File: src/design/pitch_kalman_filter_1d_macros.svh
// Assertion macros shared by the pitch estimator RTL.
`ifndef PITCH_KALMAN_FILTER_1D_MACROS_SVH
`define PITCH_KALMAN_FILTER_1D_MACROS_SVH
`define PKF_ASSERT_SAME(label, ante, cons) \
  label: assert property (@(posedge clk) disable iff (!rst_n) (ante) |-> (cons)) \
    else $error("pitch estimator assertion failed");
`define PKF_ASSERT_NEXT(label, ante, cons) \
  label: assert property (@(posedge clk) disable iff (!rst_n) (ante) |=> (cons)) \
    else $error("pitch estimator assertion failed");
`endif

File: src/design/pkf_pkg.sv
// Types, constants and tables of the pitch estimator.
package pkf_pkg;
  localparam int CORDIC_STEPS = 16;
  localparam int CORDIC_N = (CORDIC_STEPS < 24) ? CORDIC_STEPS : 24;
  localparam logic [4:0] CORDIC_LAST = 5'(CORDIC_N);

  localparam logic [31:0] ANGLE_RESET = 32'd4547;
  localparam logic [31:0] COV_RESET = 32'd655360;
  localparam logic [31:0] ONE_FX = 32'd65536;
  localparam logic [31:0] HALF_PI_FX = 32'd102944;
  localparam logic [15:0] DT_RESET = 16'd2185;
  localparam logic [15:0] Q_RESET = 16'd66;
  localparam logic [24:0] R_RESET = 25'd65536;

  localparam logic [1:0] CFG_STEP_TIME = 2'd0;
  localparam logic [1:0] CFG_PROCESS_NOISE = 2'd1;
  localparam logic [1:0] CFG_MEASURE_NOISE = 2'd2;

  typedef struct packed {
    logic [15:0] step_time;
    logic [15:0] process_noise;
    logic [24:0] measure_noise;
  } cfg_t;

  typedef struct packed {
    logic signed [31:0] gyro_rate;
    logic signed [20:0] accel_x;
    logic signed [20:0] accel_y;
    logic corr;
  } item_t;

  typedef struct packed {
    logic full;
    logic empty;
  } qstat_t;

  function automatic logic [31:0] atan_entry(input logic [4:0] i);
    logic [31:0] v;
    unique case (i)
      5'd0: v = 32'd51472;
      5'd1: v = 32'd30385;
      5'd2: v = 32'd16055;
      5'd3: v = 32'd8150;
      5'd4: v = 32'd4091;
      5'd5: v = 32'd2047;
      5'd6: v = 32'd1024;
      5'd7: v = 32'd512;
      5'd8: v = 32'd256;
      5'd9: v = 32'd128;
      5'd10: v = 32'd64;
      5'd11: v = 32'd32;
      5'd12: v = 32'd16;
      5'd13: v = 32'd8;
      5'd14: v = 32'd4;
      5'd15: v = 32'd2;
      5'd16: v = 32'd1;
      default: v = 32'd0;
    endcase
    return v;
  endfunction
endpackage

File: src/design/pkf_front.sv
// Front end: accepts a request and decides whether it takes a correction.
module pkf_front (
  input  logic               clk,
  input  logic               rst_n,
  input  logic               in_valid,
  output logic               in_ready,
  input  logic [30:0]        in_time_stamp,
  input  logic signed [31:0] in_gyro_rate,
  input  logic signed [20:0] in_accel_x,
  input  logic signed [20:0] in_accel_y,
  output logic               push,
  output pkf_pkg::item_t     push_item,
  input  pkf_pkg::qstat_t    qstat
);
  import pkf_pkg::*;

  typedef enum logic [4:0] {
    F_IDLE  = 5'b00001,
    F_SCALE = 5'b00010,
    F_MOD   = 5'b00100,
    F_REM   = 5'b01000,
    F_PUSH  = 5'b10000
  } fst_t;

  // ceil(2^25 / 10); exact for every 22-bit slot count below 2^22.
  localparam logic [21:0] RECIP_10 = 22'd3355444;

  fst_t st_r, st_nxt;
  logic [30:0] t_r, t_nxt;
  item_t item_r, item_nxt;
  logic [21:0] q_r, q_nxt;
  logic [18:0] quot_r, quot_nxt;
  logic [37:0] scaled;
  logic [43:0] recip_prod;
  logic [21:0] tens;

  assign in_ready = (st_r == F_IDLE);
  assign push = (st_r == F_PUSH) && !qstat.full;
  assign push_item = item_r;
  assign scaled = {7'd0, t_r} * 38'd100;
  assign recip_prod = {22'd0, q_r} * {22'd0, RECIP_10};
  assign tens = {quot_r, 3'd0} + {2'd0, quot_r, 1'b0};

  always_comb begin
    st_nxt = st_r;
    t_nxt = t_r;
    item_nxt = item_r;
    q_nxt = q_r;
    quot_nxt = quot_r;
    unique case (st_r)
      F_IDLE: begin
        if (in_valid) begin
          t_nxt = in_time_stamp;
          item_nxt.gyro_rate = in_gyro_rate;
          item_nxt.accel_x = in_accel_x;
          item_nxt.accel_y = in_accel_y;
          st_nxt = F_SCALE;
        end
      end
      F_SCALE: begin
        q_nxt = scaled[37:16];
        st_nxt = F_MOD;
      end
      F_MOD: begin
        quot_nxt = recip_prod[43:25];
        st_nxt = F_REM;
      end
      F_REM: begin
        item_nxt.corr = (q_r == tens);
        st_nxt = F_PUSH;
      end
      F_PUSH: begin
        if (!qstat.full) begin
          st_nxt = F_IDLE;
        end
      end
      default: st_nxt = F_IDLE;
    endcase
  end

  always_ff @(posedge clk) begin
    if (!rst_n) begin
      st_r <= F_IDLE;
    end else begin
      st_r <= st_nxt;
    end
  end

  always_ff @(posedge clk) begin
    t_r <= t_nxt;
    item_r <= item_nxt;
    q_r <= q_nxt;
    quot_r <= quot_nxt;
  end
endmodule

File: config.mk
export PLATFORM = sky130hd
export DESIGN_NAME = pkf_front
export DESIGN_NICKNAME = d
export VERILOG_FILES = /design/src/design/pitch_kalman_filter_1d_macros.svh /design/src/design/pkf_pkg.sv /design/src/design/pkf_front.sv
export SDC_FILE = /design/constraint.sdc
export NUM_CORES = 1
export LEC_CHECK = 0
export CORE_ASPECT_RATIO = 0.7
export CORE_UTILIZATION = 45
export DETAILED_ROUTE_END_ITERATION = 12
export DONT_BUFFER_PORTS = 1
export GPL_TIMING_DRIVEN = 0
export PLACE_DENSITY = 0.69
export SYNTH_ARGS = -nofsm -noshare
export SYNTH_HDL_FRONTEND = slang
export SYNTH_SLANG_ARGS = --single-unit
export TNS_END_PERCENT = 20
File: constraint.sdc
create_clock -name clk -period 6.8 [get_ports clk]
set_input_delay 0.68 -clock clk [delete_from_list [all_inputs] [get_ports clk]]
set_output_delay 0.68 -clock clk [all_outputs]
set_load 0.02 [all_outputs]
==> PnR_summary.wiki, run 1 <==
{| class="wikitable"
! Metric !! Value
|-
| Core footprint || 0.0352 mm^2
|-
| Most frequent cells in the layout || sky130_fd_sc_hd__inv_1, sky130_fd_sc_hd__ha_1, sky130_fd_sc_hd__fa_1
|-
| Slew Limit Headroom || 0.321
|-
| Synthesized area || 0.0163 mm^2
|-
| Antenna violations before repair || 2
|-
| Final hold violation count || 0
|-
| Gate family responsible for the most delay along the worst path || adder cells
|-
| Initial Util || 0.463
|-
| Async SR Flop Fraction || 0
|-
| Post-route fraction of the period consumed by the critical path || 0.966
|-
| Slew at the pin closest to its max-slew limit || 1.02 ns
|-
| Post-Route Hold Slack || 0.334 ns
|-
| Met3 WL post-DR || approximately 3.8 mm
|-
| Worst slack after detailed placement || between 0.1 and 0.15 ns
|-
| Area of the die || about 0.037 mm^2
|-
| Antenna-violating nets left || 0
|-
| Worst min-delay path class || primary input to flip-flop
|-
| TritonCTS clock tree || built
|-
| Worst setup skew after layout || around 0.016 ns
|-
| Routed wire per std cell || about 19 um
|-
| Clock-pin transition on the worst setup and hold timing paths || 0.07 ns
|-
| Detail Placement HPWL || approximately 31 mm
|-
| Most Frequent Cell on Critical Path || sky130_fd_sc_hd__fa_1
|-
| Total global-route track usage || 0.210
|-
| Metal1 wirelength || 17.0 mm
|-
| Most common library cell in the layout ignoring fill and taps || sky130_fd_sc_hd__inv_1
|-
| Largest net degree at the start of global routing || between 60 and 70
|-
| Startpoint class of the critical path || flip-flop
|-
| Sequence of cells on the critical path || ha_1 -> xor2_1 -> ha_1 -> or2_2 -> fa_1 -> fa_1 -> fa_1 -> fa_1 -> inv_1 -> fa_1 -> inv_1 -> ha_1 -> o21ai_0 -> a21oi_1 -> o211a_1 -> a22oi_1 -> nand2_2 -> a41o_1 -> a311oi_2 -> xnor2_1
|-
| Setup violations, final || 0
|-
| Number of max-cap violations || 0
|-
| Slowest cell delay on critical path || 0.63 ns
|-
| Aggregate routed wire length || 37.3 mm
|-
| Chip Height || 161 um
|-
| Number of instances in the synthesized netlist || approximately 1400
|-
| Buffering stage count on the worst path with inverters included || 2
|-
| Share of final-layout standard cells stronger than drive strength 1 || 0.0445
|-
| Number of flops mapped to enable cells by yosys || 147
|-
| PortBufs || 0
|-
| Final critical delay including setup and external delays || 6.57 ns
|-
| Logic depth of the worst path, buffers included || 20
|-
| CTS Buf Count || 17
|-
| Root buf cell || sky130_fd_sc_hd__clkbuf_16
|-
| Amount of wire on met2 after detailed routing || about 16 mm
|-
| Uppermost signal routing layer after detailed routing || met4
|-
| Sequential area share after synthesis || 0.277
|-
| Detailed-route DRC error count || 0
|-
| Largest buffer count on any clock path || 2
|-
| Unrepaired setup endpoints after global routing || no
|-
| Area added between synthesis and finish || 7.59%
|-
| Placement row count || 57
|-
| Number of sinks handled by clock tree synthesis || roughly 150
|-
| Total of flip-flops plus latches after synthesis || 152
|-
| Hold path cells || 0
|-
| Synth warnings || 0
|-
| Worst endpoint data arrival time || 6.76 ns
|-
| Width of the die || 230 um
|-
| Library cell contributing the largest single delay on the critical path || sky130_fd_sc_hd__edfxtp_1
|-
| Count of different cell masters after synthesis || 72
|-
| Vias per Instance || just over 5
|-
| Synthesized area per cell || ~11 um^2
|-
| Mapped Nets || 2055
|-
| Endpoint kind of the worst setup timing path || flip-flop
|-
| DRC marker count from the first detailed-route iteration || 518
|-
| Crit Path Max Fanout || 7
|-
| Achievable clock frequency || 152 MHz
|-
| Status || completed
|-
| Commonest register cell after synthesis || sky130_fd_sc_hd__edfxtp_1
|-
| Setup total negative slack || 0 ns
|-
| Remaining global-route overflow || 0
|-
| Final max-slew violation count || 0
|-
| Critical setup path kind || flip-flop to flip-flop
|-
| Via count of the routed design || 10100
|-
| Final net count || between 2000 and 2500
|-
| Worst path setup slack after routing || 0.229 ns
|-
| Number of global-route vias before repair || 10700
|-
| Number of detailed-routing iterations run before antenna repair || 6
|-
| Wire length of the first global-routing pass || 58.5 mm
|-
| Required time at the worst-slack endpoint || 6.99 ns
|-
| Routability congestion estimate from global placement || 0.943
|-
| Top-level I/O count || approximately 190
|-
| CTS H-Tree Depth || 4
|-
| Source-to-sink clock delay at the later pin of the worst-skew pair || ~0.44 ns
|-
| Number of cells traversed by the worst register-to-register path || 20
|}
==> cells in the mapped netlist, types with 5 or more instances <==
cell type / n / area share
sky130_fd_sc_hd__inv_1: 384 / 0.088
sky130_fd_sc_hd__ha_1: 324 / 0.25
sky130_fd_sc_hd__fa_1: 177 / 0.22
sky130_fd_sc_hd__edfxtp_1: 147 / 0.27
sky130_fd_sc_hd__xnor2_1: 54 / 0.029
sky130_fd_sc_hd__a21oi_1: 42 / 0.013
sky130_fd_sc_hd__a21o_1: 35 / 0.016
sky130_fd_sc_hd__nor2_1: 31 / 0.0071
sky130_fd_sc_hd__xor2_1: 31 / 0.017
sky130_fd_sc_hd__nand2_1: 29 / 0.0067
sky130_fd_sc_hd__nand3_1: 18 / 0.0055
sky130_fd_sc_hd__o21ai_0: 17 / 0.0052
sky130_fd_sc_hd__nor3_1: 16 / 0.0049
sky130_fd_sc_hd__and2_1: 10 / 0.0038
sky130_fd_sc_hd__and3_1: 8 / 0.0031
sky130_fd_sc_hd__a31oi_1: 7 / 0.0027
sky130_fd_sc_hd__o21ai_1: 7 / 0.0021
sky130_fd_sc_hd__o21a_1: 6 / 0.0028
sky130_fd_sc_hd__dfxtp_1: 5 / 0.0061
sky130_fd_sc_hd__nand2b_1: 5 / 0.0019
sky130_fd_sc_hd__o21bai_1: 5 / 0.0023
==> flip-flops by register name, indices dropped and copies added (netlist names) <==
| signal | count |
|---|---|
| push_item | 75 |
| t_r | 31 |
| q_r | 22 |
| quot_r | 19 |
| st_r | 5 |
==> metrics by stage <==
step | cell area [um^2] | utilization | instances
floorplan | 16300 | - | 1444
detailed placement | 16900 | 0.481 | 1917
finish | 17600 | 0.499 | 1958
global placement | 16900 | 0.480 | 1916
CTS | 17500 | 0.497 | 1949
global route | 17600 | 0.499 | 1958
==> per-layer routing <==
metal  vias to the layer above  track usage
li1                       4850            -
met1                      4831        0.284
met2                       393        0.318
met3                        29       0.0837
met4                         0       0.0436
met5                         -            0
==> path summary, 6_finish.rpt <==
path,to,slack [ns],from
max,quot_r[18],0.23,q_r[1]
min,t_r[23],0.33,in_time_stamp[23]
max reg2reg,quot_r[18],0.23,q_r[1]
min reg2reg,st_r[3],0.62,st_r[2]
==> worst reg2reg max path, delay by kind of cell (launching register included) <==
family / cells / cell delay, ns
fa+ha+maj: 8 / 3.53
compound gates: 6 / 1.36
flops: 1 / 0.63
simple gates: 2 / 0.43
xor+xnor: 2 / 0.30
buf+inv: 2 / 0.10
==> cell type report <==
type                    instances  area, um^2
diodes                          2        5.00
plain buffers                   3        11.3
clock buffers                  18         429
clock inverters                14         124
fillers                      3101       17700
inverters                     384        1440
multi-input cells             905       10400
flip-flops and latches        152        4510
well taps                     472         591
repair buffers                  8        80.1
==> cells by family (layout without fill, tap and decap cells) <==
kind of cell	after synthesis	count (layout)	share of synthesized area
AOI/OAI and AO/OA	166	166	0.0726
other	0	2	0
adders and majority gates	501	501	0.465
and+or+nand+nor	152	152	0.0504
muxes	1	1	0.000613
xor gates and xnor gates	85	85	0.0456
buffers and inverters	387	427	0.0890
DFF	152	152	0.277
==> what timing repair did <==
| item | in CTS | in global routing |
|---|---|---|
| gates resized for setup | 0 | 3 |
| hold buffers | 0 | 0 |
| endpoints found under the setup margin | 0 | 7 |
| setup buffers | 0 | 7 |
Power of run 1 is not shown: default switching activity piles up to over one toggle a cycle in this logic, so the estimate is an artifact.
==> run 2: changes to the inputs <==
==> constraint.sdc (replaced) <==
create_clock -name clk -period 8 [get_ports clk]
set_input_delay 1.6 -clock clk [delete_from_list [all_inputs] [get_ports clk]]
set_output_delay 1.6 -clock clk [all_outputs]
set_load 0.02 [all_outputs]
==> run 2 against run 1 <==
  * Non-clock buffer count fell by 7
  * First-iteration DRC count rose by 12%
  * Sequential share of layout area up 0.088 points
  * Fmax decreased by 1.5%
  * Die area unchanged
  * Critical endpoint is now quot_r[6]
==> PnR_summary.wiki, run 2 (synthesized netlist as in run 1, its figures left out) <==
{| class="wikitable"
! Metric !! Value
|-
| Routed wire per std cell || 19.1 um (was 19.0 um)
|-
| Number of cells traversed by the worst register-to-register path || 18 (was 20)
|-
| Achievable clock frequency || 150 MHz (was 152 MHz)
|-
| Clock-pin transition on the worst setup and hold timing paths || 0.07 ns (about the same)
|-
| Most frequent cells in the layout || sky130_fd_sc_hd__inv_1, sky130_fd_sc_hd__ha_1, sky130_fd_sc_hd__fa_1 (unchanged)
|-
| Most common library cell in the layout ignoring fill and taps || sky130_fd_sc_hd__inv_1 (unchanged)
|-
| Library cell contributing the largest single delay on the critical path || sky130_fd_sc_hd__ha_1 (was sky130_fd_sc_hd__edfxtp_1)
|-
| Worst endpoint data arrival time || 6.86 ns (was 6.76 ns)
|-
| Area of the die || 0.0371 mm^2 (unchanged)
|-
| Routability congestion estimate from global placement || 0.943 (unchanged)
|-
| CTS Buf Count || 17 (unchanged)
|-
| Slowest cell delay on critical path || 0.66 ns (was 0.63 ns)
|-
| Share of final-layout standard cells stronger than drive strength 1 || 0.0379 (was 0.0445)
|-
| Worst min-delay path class || flip-flop to flip-flop (was primary input to flip-flop)
|-
| Number of detailed-routing iterations run before antenna repair || 7 (was 6)
|-
| Slew Limit Headroom || 0.317 (was 0.321)
|-
| Largest buffer count on any clock path || 2 (unchanged)
|-
| Initial Util || 0.463 (unchanged)
|-
| PortBufs || 0 (unchanged)
|-
| Unrepaired setup endpoints after global routing || no (unchanged)
|-
| DRC marker count from the first detailed-route iteration || 578 (was 518)
|-
| Largest net degree at the start of global routing || 63 (unchanged)
|-
| Worst setup skew after layout || 0.0166 ns (was 0.0159 ns)
|-
| Placement row count || 57 (unchanged)
|-
| Hold path cells || 1 (was 0)
|-
| Detail Placement HPWL || 31.4 mm (unchanged)
|-
| Worst min-delay path startpoint || st_r[2] (was in_time_stamp[23])
|-
| Antenna violations before repair || 2 (unchanged)
|-
| Chip Height || 161 um (unchanged)
|-
| Slew at the pin closest to its max-slew limit || 1.02 ns (about the same)
|-
| Detailed-route DRC error count || 0 (unchanged)
|-
| RR Startpoint || q_r[13] (was q_r[1])
|-
| Final critical delay including setup and external delays || 6.67 ns (was 6.57 ns)
|-
| Number of global-route vias before repair || 10700 (unchanged)
|-
| Source-to-sink clock delay at the later pin of the worst-skew pair || 0.44 ns (about the same)
|-
| Required time at the worst-slack endpoint || 8.19 ns (was 6.99 ns)
|-
| CTS H-Tree Depth || 4 (unchanged)
|-
| Resized Gates After CTS || 0 (unchanged)
|-
| Width of the die || 230 um (unchanged)
|-
| Core footprint || 0.0352 mm^2 (unchanged)
|-
| TritonCTS clock tree || built (unchanged)
|-
| Endpoint kind of the worst setup timing path || flip-flop (unchanged)
|-
| Final hold violation count || 0 (unchanged)
|-
| Number of max-cap violations || 0 (unchanged)
|-
| Via count of the routed design || 10100 (about the same)
|-
| Remaining global-route overflow || 0 (unchanged)
|-
| Postcts setup bufs || 0 (unchanged)
|-
| Number of sinks handled by clock tree synthesis || 152 (unchanged)
|-
| Antenna-violating nets left || 0 (unchanged)
|-
| Most Frequent Cell on Critical Path || sky130_fd_sc_hd__fa_1 (unchanged)
|-
| Fillcell total || 3102 (was 3101)
|-
| Top-level I/O count || 187 (unchanged)
|-
| Crit Path Max Fanout || 6 (was 7)
|-
| Post-Route Hold Slack || 0.624 ns (was 0.334 ns)
|-
| End point of the worst hold path || st_r[3] (was t_r[23])
|-
| Flop-to-flop setup slack || 1.33 ns (was 0.23 ns)
|-
| Root buf cell || sky130_fd_sc_hd__clkbuf_16 (unchanged)
|-
| Status || completed (unchanged)
|-
| Sequence of cells on the critical path || ha_1 -> fa_1 -> ha_1 -> fa_1 -> fa_1 -> fa_1 -> inv_1 -> fa_1 -> inv_1 -> ha_1 -> a21oi_1 -> o211ai_1 -> or4b_4 -> a21oi_2 -> nor2_1 -> a211o_1 -> a21oi_2 -> xnor2_1 (was ha_1 -> xor2_1 -> ha_1 -> or2_2 -> fa_1 -> fa_1 -> fa_1 -> fa_1 -> inv_1 -> fa_1 -> inv_1 -> ha_1 -> o21ai_0 -> a21oi_1 -> o211a_1 -> a22oi_1 -> nand2_2 -> a41o_1 -> a311oi_2 -> xnor2_1)
|-
| Aggregate routed wire length || 37.3 mm (about the same)
|-
| Vias per Instance || 5.17 (was 5.16)
|-
| Post-CTS Hold Buffers || 0 (unchanged)
|-
| Reg-to-reg endpoint || quot_r[6] (was quot_r[18])
|-
| Startpoint class of the critical path || flip-flop (unchanged)
|-
| Max FFs per register || 75 (unchanged)
|-
| Final net count || 2075 (was 2082)
|-
| Setup violations, final || 0 (unchanged)
|-
| Critical setup path kind || flip-flop to flip-flop (unchanged)
|-
| Final max-slew violation count || 0 (unchanged)
|-
| Area added between synthesis and finish || 7.22% (was 7.59%)
|-
| Total global-route track usage || 0.210 (unchanged)
|-
| Wire length of the first global-routing pass || 58.5 mm (unchanged)
|-
| Post-route fraction of the period consumed by the critical path || 0.834 (was 0.966)
|-
| Setup total negative slack || 0 ns (unchanged)
|}
## run 2: changes by cell type in the layout (fill, tap and decap cells not counted)
cell                    delta
sky130_fd_sc_hd__ha_1      +3
sky130_fd_sc_hd__ha_2      -3
sky130_fd_sc_hd__buf_4     -7
## run 2: layer usage
metal	vias up	track usage	share of wire
met4	0	0.0436	0.014
met1	4860	0.284	0.46
li1	4836	-	-
met2	358	0.318	0.43
met5	-	0	0
met3	33	0.0837	0.10
## run 2: worst max-delay path by stage
stage             from   endpoint  slack [ns]  cells after the start
4_1_cts        q_r[11]  quot_r[6]        1.33                     18
6_report       q_r[13]  quot_r[6]        1.33                     18
5_1_grt        q_r[11]  quot_r[6]        1.08                     18
3_3_place_gp   q_r[11]  quot_r[6]        1.38                     18
3_5_place_dp   q_r[11]  quot_r[6]        1.33                     18
2_1_floorplan  q_r[10]  quot_r[6]        2.11                     20
## run 2: stage by stage
stage / utilization / worst slack (ns) / cell area, um^2 / instances
6_report: 0.497 / 1.33 / 17500 / 1951
2_1_floorplan: - / 2.11 / 16300 / 1444
5_1_grt: 0.497 / 1.08 / 17500 / 1951
3_5_place_dp: 0.481 / 1.33 / 16900 / 1917
3_3_place_gp: 0.480 / 1.38 / 16900 / 1916
4_1_cts: 0.497 / 1.33 / 17500 / 1949
## run 2: worst max-delay path, delay by kind of cell (launching register included)
kind,cells,cell delay [ns]
fa+ha+maj,8,3.82
compound gates,5,1.03
simple gates,2,0.73
flops,1,0.65
buf+inv,2,0.10
xor+xnor,1,0.09
## run 2: final cells by class
cell class,count,area [um^2],area share
Clock buffer,18,429,0.0245
Clock inverter,14,124,0.00708
Buffer,3,11.3,0.000643
Multi-Input combinational cell,905,10400,0.592
Timing Repair Buffer,1,27.5,0.00157
Sequential cell,152,4510,0.258
Tap cell,472,591,0.0337
Inverter,384,1440,0.0823
Antenna cell,2,5.00,0.000286
Power of run 2 is left out for the same reason.
==> run 3: changes to the inputs <==
Settings changed: ABC_AREA set to 1, PLACE_DENSITY 0.69 to 0.71.
Clock period 8 ns to 5.9 ns, I/O delays scaled along.
==> run 3 against run 2 <==
  * Core utilization grew 1.4 points
  * Non-clock buffer count rose by 50
  * Sequential cell count did not move
  * Die area is 11% higher
  * Routed wire length is 28% higher
  * Cell area rose by 16%
  * Sequential share of layout area shrank 3.5 points
  * Worst setup slack lost 1.2 ns
  * Synthesized area rose by 11%
==> PnR_summary.wiki, run 3 <==
{| class="wikitable"
! Metric !! Value
|-
| Total global-route track usage || 0.237 (was 0.210)
|-
| Final critical delay including setup and external delays || 5.82 ns (was 6.67 ns)
|-
| Area added between synthesis and finish || 11.9% (was 7.22%)
|-
| Count of different cell masters after synthesis || 32 (was 72)
|-
| Most common library cell in the layout ignoring fill and taps || sky130_fd_sc_hd__inv_1 (unchanged)
|-
| Sequential area share after synthesis || 0.249 (was 0.277)
|-
| Number of detailed-routing iterations run before antenna repair || 5 (was 7)
|-
| CTS H-Tree Depth || 4 (unchanged)
|-
| Crit Path Max Fanout || 5 (was 6)
|-
| Sequence of cells on the critical path || buf_4 -> ha_4 -> inv_1 -> fa_1 -> fa_1 -> fa_1 -> inv_1 -> fa_1 -> fa_1 -> ha_1 -> ha_1 -> nand2_1 -> inv_1 -> nand2_1 -> nor2_2 -> nand3_1 -> o21bai_1 -> nand2_2 -> xor2_1 (was ha_1 -> fa_1 -> ha_1 -> fa_1 -> fa_1 -> fa_1 -> inv_1 -> fa_1 -> inv_1 -> ha_1 -> a21oi_1 -> o211ai_1 -> or4b_4 -> a21oi_2 -> nor2_1 -> a211o_1 -> a21oi_2 -> xnor2_1)
|-
| Top-count cell post-synth || sky130_fd_sc_hd__inv_1 (unchanged)
|-
| Root buf cell || sky130_fd_sc_hd__clkbuf_16 (unchanged)
|-
| Chip Height || 170 um (was 161 um)
|-
| Most Frequent Cell on Critical Path || sky130_fd_sc_hd__fa_1 (unchanged)
|-
| Met3 GRT Util || 0.0782 (was 0.0837)
|-
| Max FFs per register || 75 (unchanged)
|-
| Logic depth of the worst path, buffers included || 19 (was 18)
|-
| Unrepaired setup endpoints after global routing || yes (was no)
|-
| Antenna violations before repair || 1 (was 2)
|-
| Worst path setup slack after routing || 0.0805 ns (was 1.33 ns)
|-
| Final net count || 2717 (was 2075)
|-
| Synthesized area || 0.0181 mm^2 (was 0.0163 mm^2)
|-
| Worst setup skew after layout || 0.0203 ns (was 0.0166 ns)
|-
| Largest buffer count on any clock path || 2 (unchanged)
|-
| M2 GR Usage || 0.339 (was 0.318)
|-
| Library cell contributing the largest single delay on the critical path || sky130_fd_sc_hd__fa_1 (was sky130_fd_sc_hd__ha_1)
|-
| Width of the die || 242 um (was 230 um)
|-
| Initial Util || 0.457 (was 0.463)
|-
| Number of max-cap violations || 0 (unchanged)
|-
| Area of the die || 0.0411 mm^2 (was 0.0371 mm^2)
|-
| Cells taking the most area after synthesis || sky130_fd_sc_hd__edfxtp_1, sky130_fd_sc_hd__ha_1, sky130_fd_sc_hd__fa_1, sky130_fd_sc_hd__inv_1, sky130_fd_sc_hd__nand2_1 (was sky130_fd_sc_hd__edfxtp_1, sky130_fd_sc_hd__ha_1, sky130_fd_sc_hd__fa_1, sky130_fd_sc_hd__inv_1, sky130_fd_sc_hd__xnor2_1)
|-
| Slew Limit Headroom || 0.350 (was 0.317)
|-
| Clock-pin transition on the worst setup and hold timing paths || 0.08 ns (was 0.07 ns)
|-
| Core footprint || 0.0397 mm^2 (was 0.0352 mm^2)
|-
| PortBufs || 0 (unchanged)
|-
| Most frequent cells in the layout || sky130_fd_sc_hd__inv_1, sky130_fd_sc_hd__nand2_1, sky130_fd_sc_hd__ha_1 (was sky130_fd_sc_hd__inv_1, sky130_fd_sc_hd__ha_1, sky130_fd_sc_hd__fa_1)
|-
| Hold path cells || 2 (was 1)
|-
| Layer with the highest usage || met1 (was met2)
|-
| Final Cell Area || 0.0203 mm^2 (was 0.0175 mm^2)
|-
| Top-level I/O count || 187 (unchanged)
|-
| Post-route fraction of the period consumed by the critical path || 0.986 (was 0.834)
|-
| Setup violations, final || 0 (unchanged)
|-
| Worst endpoint data arrival time || 6.01 ns (was 6.86 ns)
|-
| Met1 Usage GRT || 0.349 (was 0.284)
|-
| Detailed-route DRC error count || 0 (unchanged)
|-
| Number of cells traversed by the worst register-to-register path || 19 (was 18)
|-
| Routability congestion estimate from global placement || 1.02 (was 0.943)
|-
| Area share of the leading cell type in the synthesized netlist || 0.243 (was 0.270)
|-
| Required time at the worst-slack endpoint || 6.09 ns (was 8.19 ns)
|-
| Slowest cell delay on critical path || 0.53 ns (was 0.66 ns)
|-
| Wire length of the first global-routing pass || 74.8 mm (was 58.5 mm)
|-
| DRC marker count from the first detailed-route iteration || 1229 (was 578)
|-
| Gate family responsible for the most delay along the worst path || adder cells (unchanged)
|-
| Startpoint class of the critical path || flip-flop (unchanged)
|-
| Share of final-layout standard cells stronger than drive strength 1 || 0.0779 (was 0.0379)
|-
| Source-to-sink clock delay at the later pin of the worst-skew pair || 0.46 ns (was 0.44 ns)
|-
| Largest net degree at the start of global routing || 39 (was 63)
|-
| Setup total negative slack || 0 ns (unchanged)
|-
| Cell type contributing the most total cell area after synthesis || sky130_fd_sc_hd__edfxtp_1 (unchanged)
|-
| Placement row count || 61 (was 57)
|-
| Buffering stage count on the worst path with inverters included || 4 (was 2)
|-
| Final hold violation count || 0 (unchanged)
|-
| Fin util || 0.511 (was 0.497)
|-
| Achievable clock frequency || 172 MHz (was 150 MHz)
|-
| Number of sinks handled by clock tree synthesis || 152 (unchanged)
|-
| CTS Buf Count || 17 (unchanged)
|-
| Endpoint kind of the worst setup timing path || flip-flop (unchanged)
|-
| Critical setup path kind || flip-flop to flip-flop (unchanged)
|-
| Mapped Nets || 2646 (was 2055)
|-
| Antenna-violating nets left || 0 (unchanged)
|-
| Fillcell total || 3622 (was 3102)
|-
| Number of flops mapped to enable cells by yosys || 147 (unchanged)
|-
| Slew at the pin closest to its max-slew limit || 0.968 ns (was 1.02 ns)
|-
| Final max-slew violation count || 0 (unchanged)
|-
| Aggregate routed wire length || 47.7 mm (was 37.3 mm)
|-
| Synth warnings || 0 (unchanged)
|-
| Number of global-route vias before repair || 13900 (was 10700)
|-
| Vias per Instance || 5.22 (was 5.17)
|-
| Number of instances in the synthesized netlist || 2035 (was 1444)
|-
| Worst min-delay path class || flip-flop to flip-flop (unchanged)
|-
| TritonCTS clock tree || built (unchanged)
|-
| Most numerous cell types in the synthesized netlist || sky130_fd_sc_hd__inv_1, sky130_fd_sc_hd__nand2_1, sky130_fd_sc_hd__ha_1, sky130_fd_sc_hd__fa_1, sky130_fd_sc_hd__edfxtp_1 (was sky130_fd_sc_hd__inv_1, sky130_fd_sc_hd__ha_1, sky130_fd_sc_hd__fa_1, sky130_fd_sc_hd__edfxtp_1, sky130_fd_sc_hd__xnor2_1)
|-
| Async SR Flop Fraction || 0 (unchanged)
|-
| Commonest register cell after synthesis || sky130_fd_sc_hd__edfxtp_1 (unchanged)
|-
| Number of antenna cells inserted || 0 (was 2)
|-
| Total of flip-flops plus latches after synthesis || 152 (unchanged)
|-
| Status || completed (unchanged)
|-
| Synthesized area per cell || 8.91 um^2 (was 11.3 um^2)
|-
| Routed wire per std cell || 18.0 um (was 19.1 um)
|-
| Worst slack after detailed placement || -0.428 ns (was 1.33 ns)
|-
| Via count of the routed design || 13800 (was 10100)
|-
| Detail Placement HPWL || 40.2 mm (was 31.4 mm)
|-
| Remaining global-route overflow || 0 (unchanged)
|-
| Placed Instance Area || 0.0189 mm^2 (was 0.0169 mm^2)
|}
-- run 3: cell types whose count changed after synthesis, sizes merged, moves of 39 or more --
cell	change
inv	+134
nand2	+318
xnor2	-39
a21oi	+55
nor2	+101
nand3	+62
-- run 3: worst min-delay path: cells and delay by family (launching register included) --
kind | cells | cell delay [ns]
and+or+nand+nor | 2 | 0.15
DFF | 1 | 0.33
-- run 3: cell type report --
class / instances / area, um^2 / area share
Tap cell: 535 / 669 / 0.0330
Multi-Input combinational cell: 1363 / 12100 / 0.596
Clock buffer: 17 / 425 / 0.0210
Clock inverter: 15 / 211 / 0.0104
Timing Repair Buffer: 52 / 419 / 0.0207
Sequential cell: 152 / 4510 / 0.223
Inverter: 518 / 1940 / 0.0959
Buffer: 2 / 10.0 / 0.000493
-- run 3: per-stage QoR --
step	std cells	hold slack [ns]
after floorplan	2035	0.483
after global placement	2570	0.499
after detailed placement	2572	0.516
after CTS	2638	0.540
after global routing	2654	0.555
final	2654	0.536
-- run 3: cell families (layout without fill, tap and decap cells) --
| group | count (synthesis) | after routing | synth area share |
|---|---|---|---|
| adders and majority gates | 501 | 501 | 0.419 |
| AOI/OAI and AO/OA | 196 | 196 | 0.0603 |
| DFF | 152 | 152 | 0.249 |
| buffers and inverters | 520 | 604 | 0.108 |
| and+or+nand+nor | 616 | 616 | 0.140 |
| xor gates and xnor gates | 50 | 50 | 0.0241 |
-- run 3: per-layer routing --
metal,part of all wire,wire [um],up-vias
met5,0,0,-
met4,0.012,569,0
met3,0.12,5620,42
met2,0.40,19100,586
met1,0.47,22400,6609
li1,-,-,6611
-- run 3: worst paths after layout --
kind	to	from	slack [ns]
setup / recovery	quot_r[7]	q_r[15]	0.08
hold / removal	st_r[2]	st_r[1]	0.54
setup reg to reg	quot_r[7]	q_r[15]	0.08
hold reg to reg	st_r[2]	st_r[1]	0.54
-- run 3: timing repair --
| action | in CTS | in global routing |
|---|---|---|
| pin swaps | 4 | 16 |
| hold buffers | 0 | 0 |
| resized for setup | 31 | 63 |
| setup buffers | 34 | 16 |
| setup endpoints to repair | 17 | 18 |
Power of run 3 is left out for the same reason.
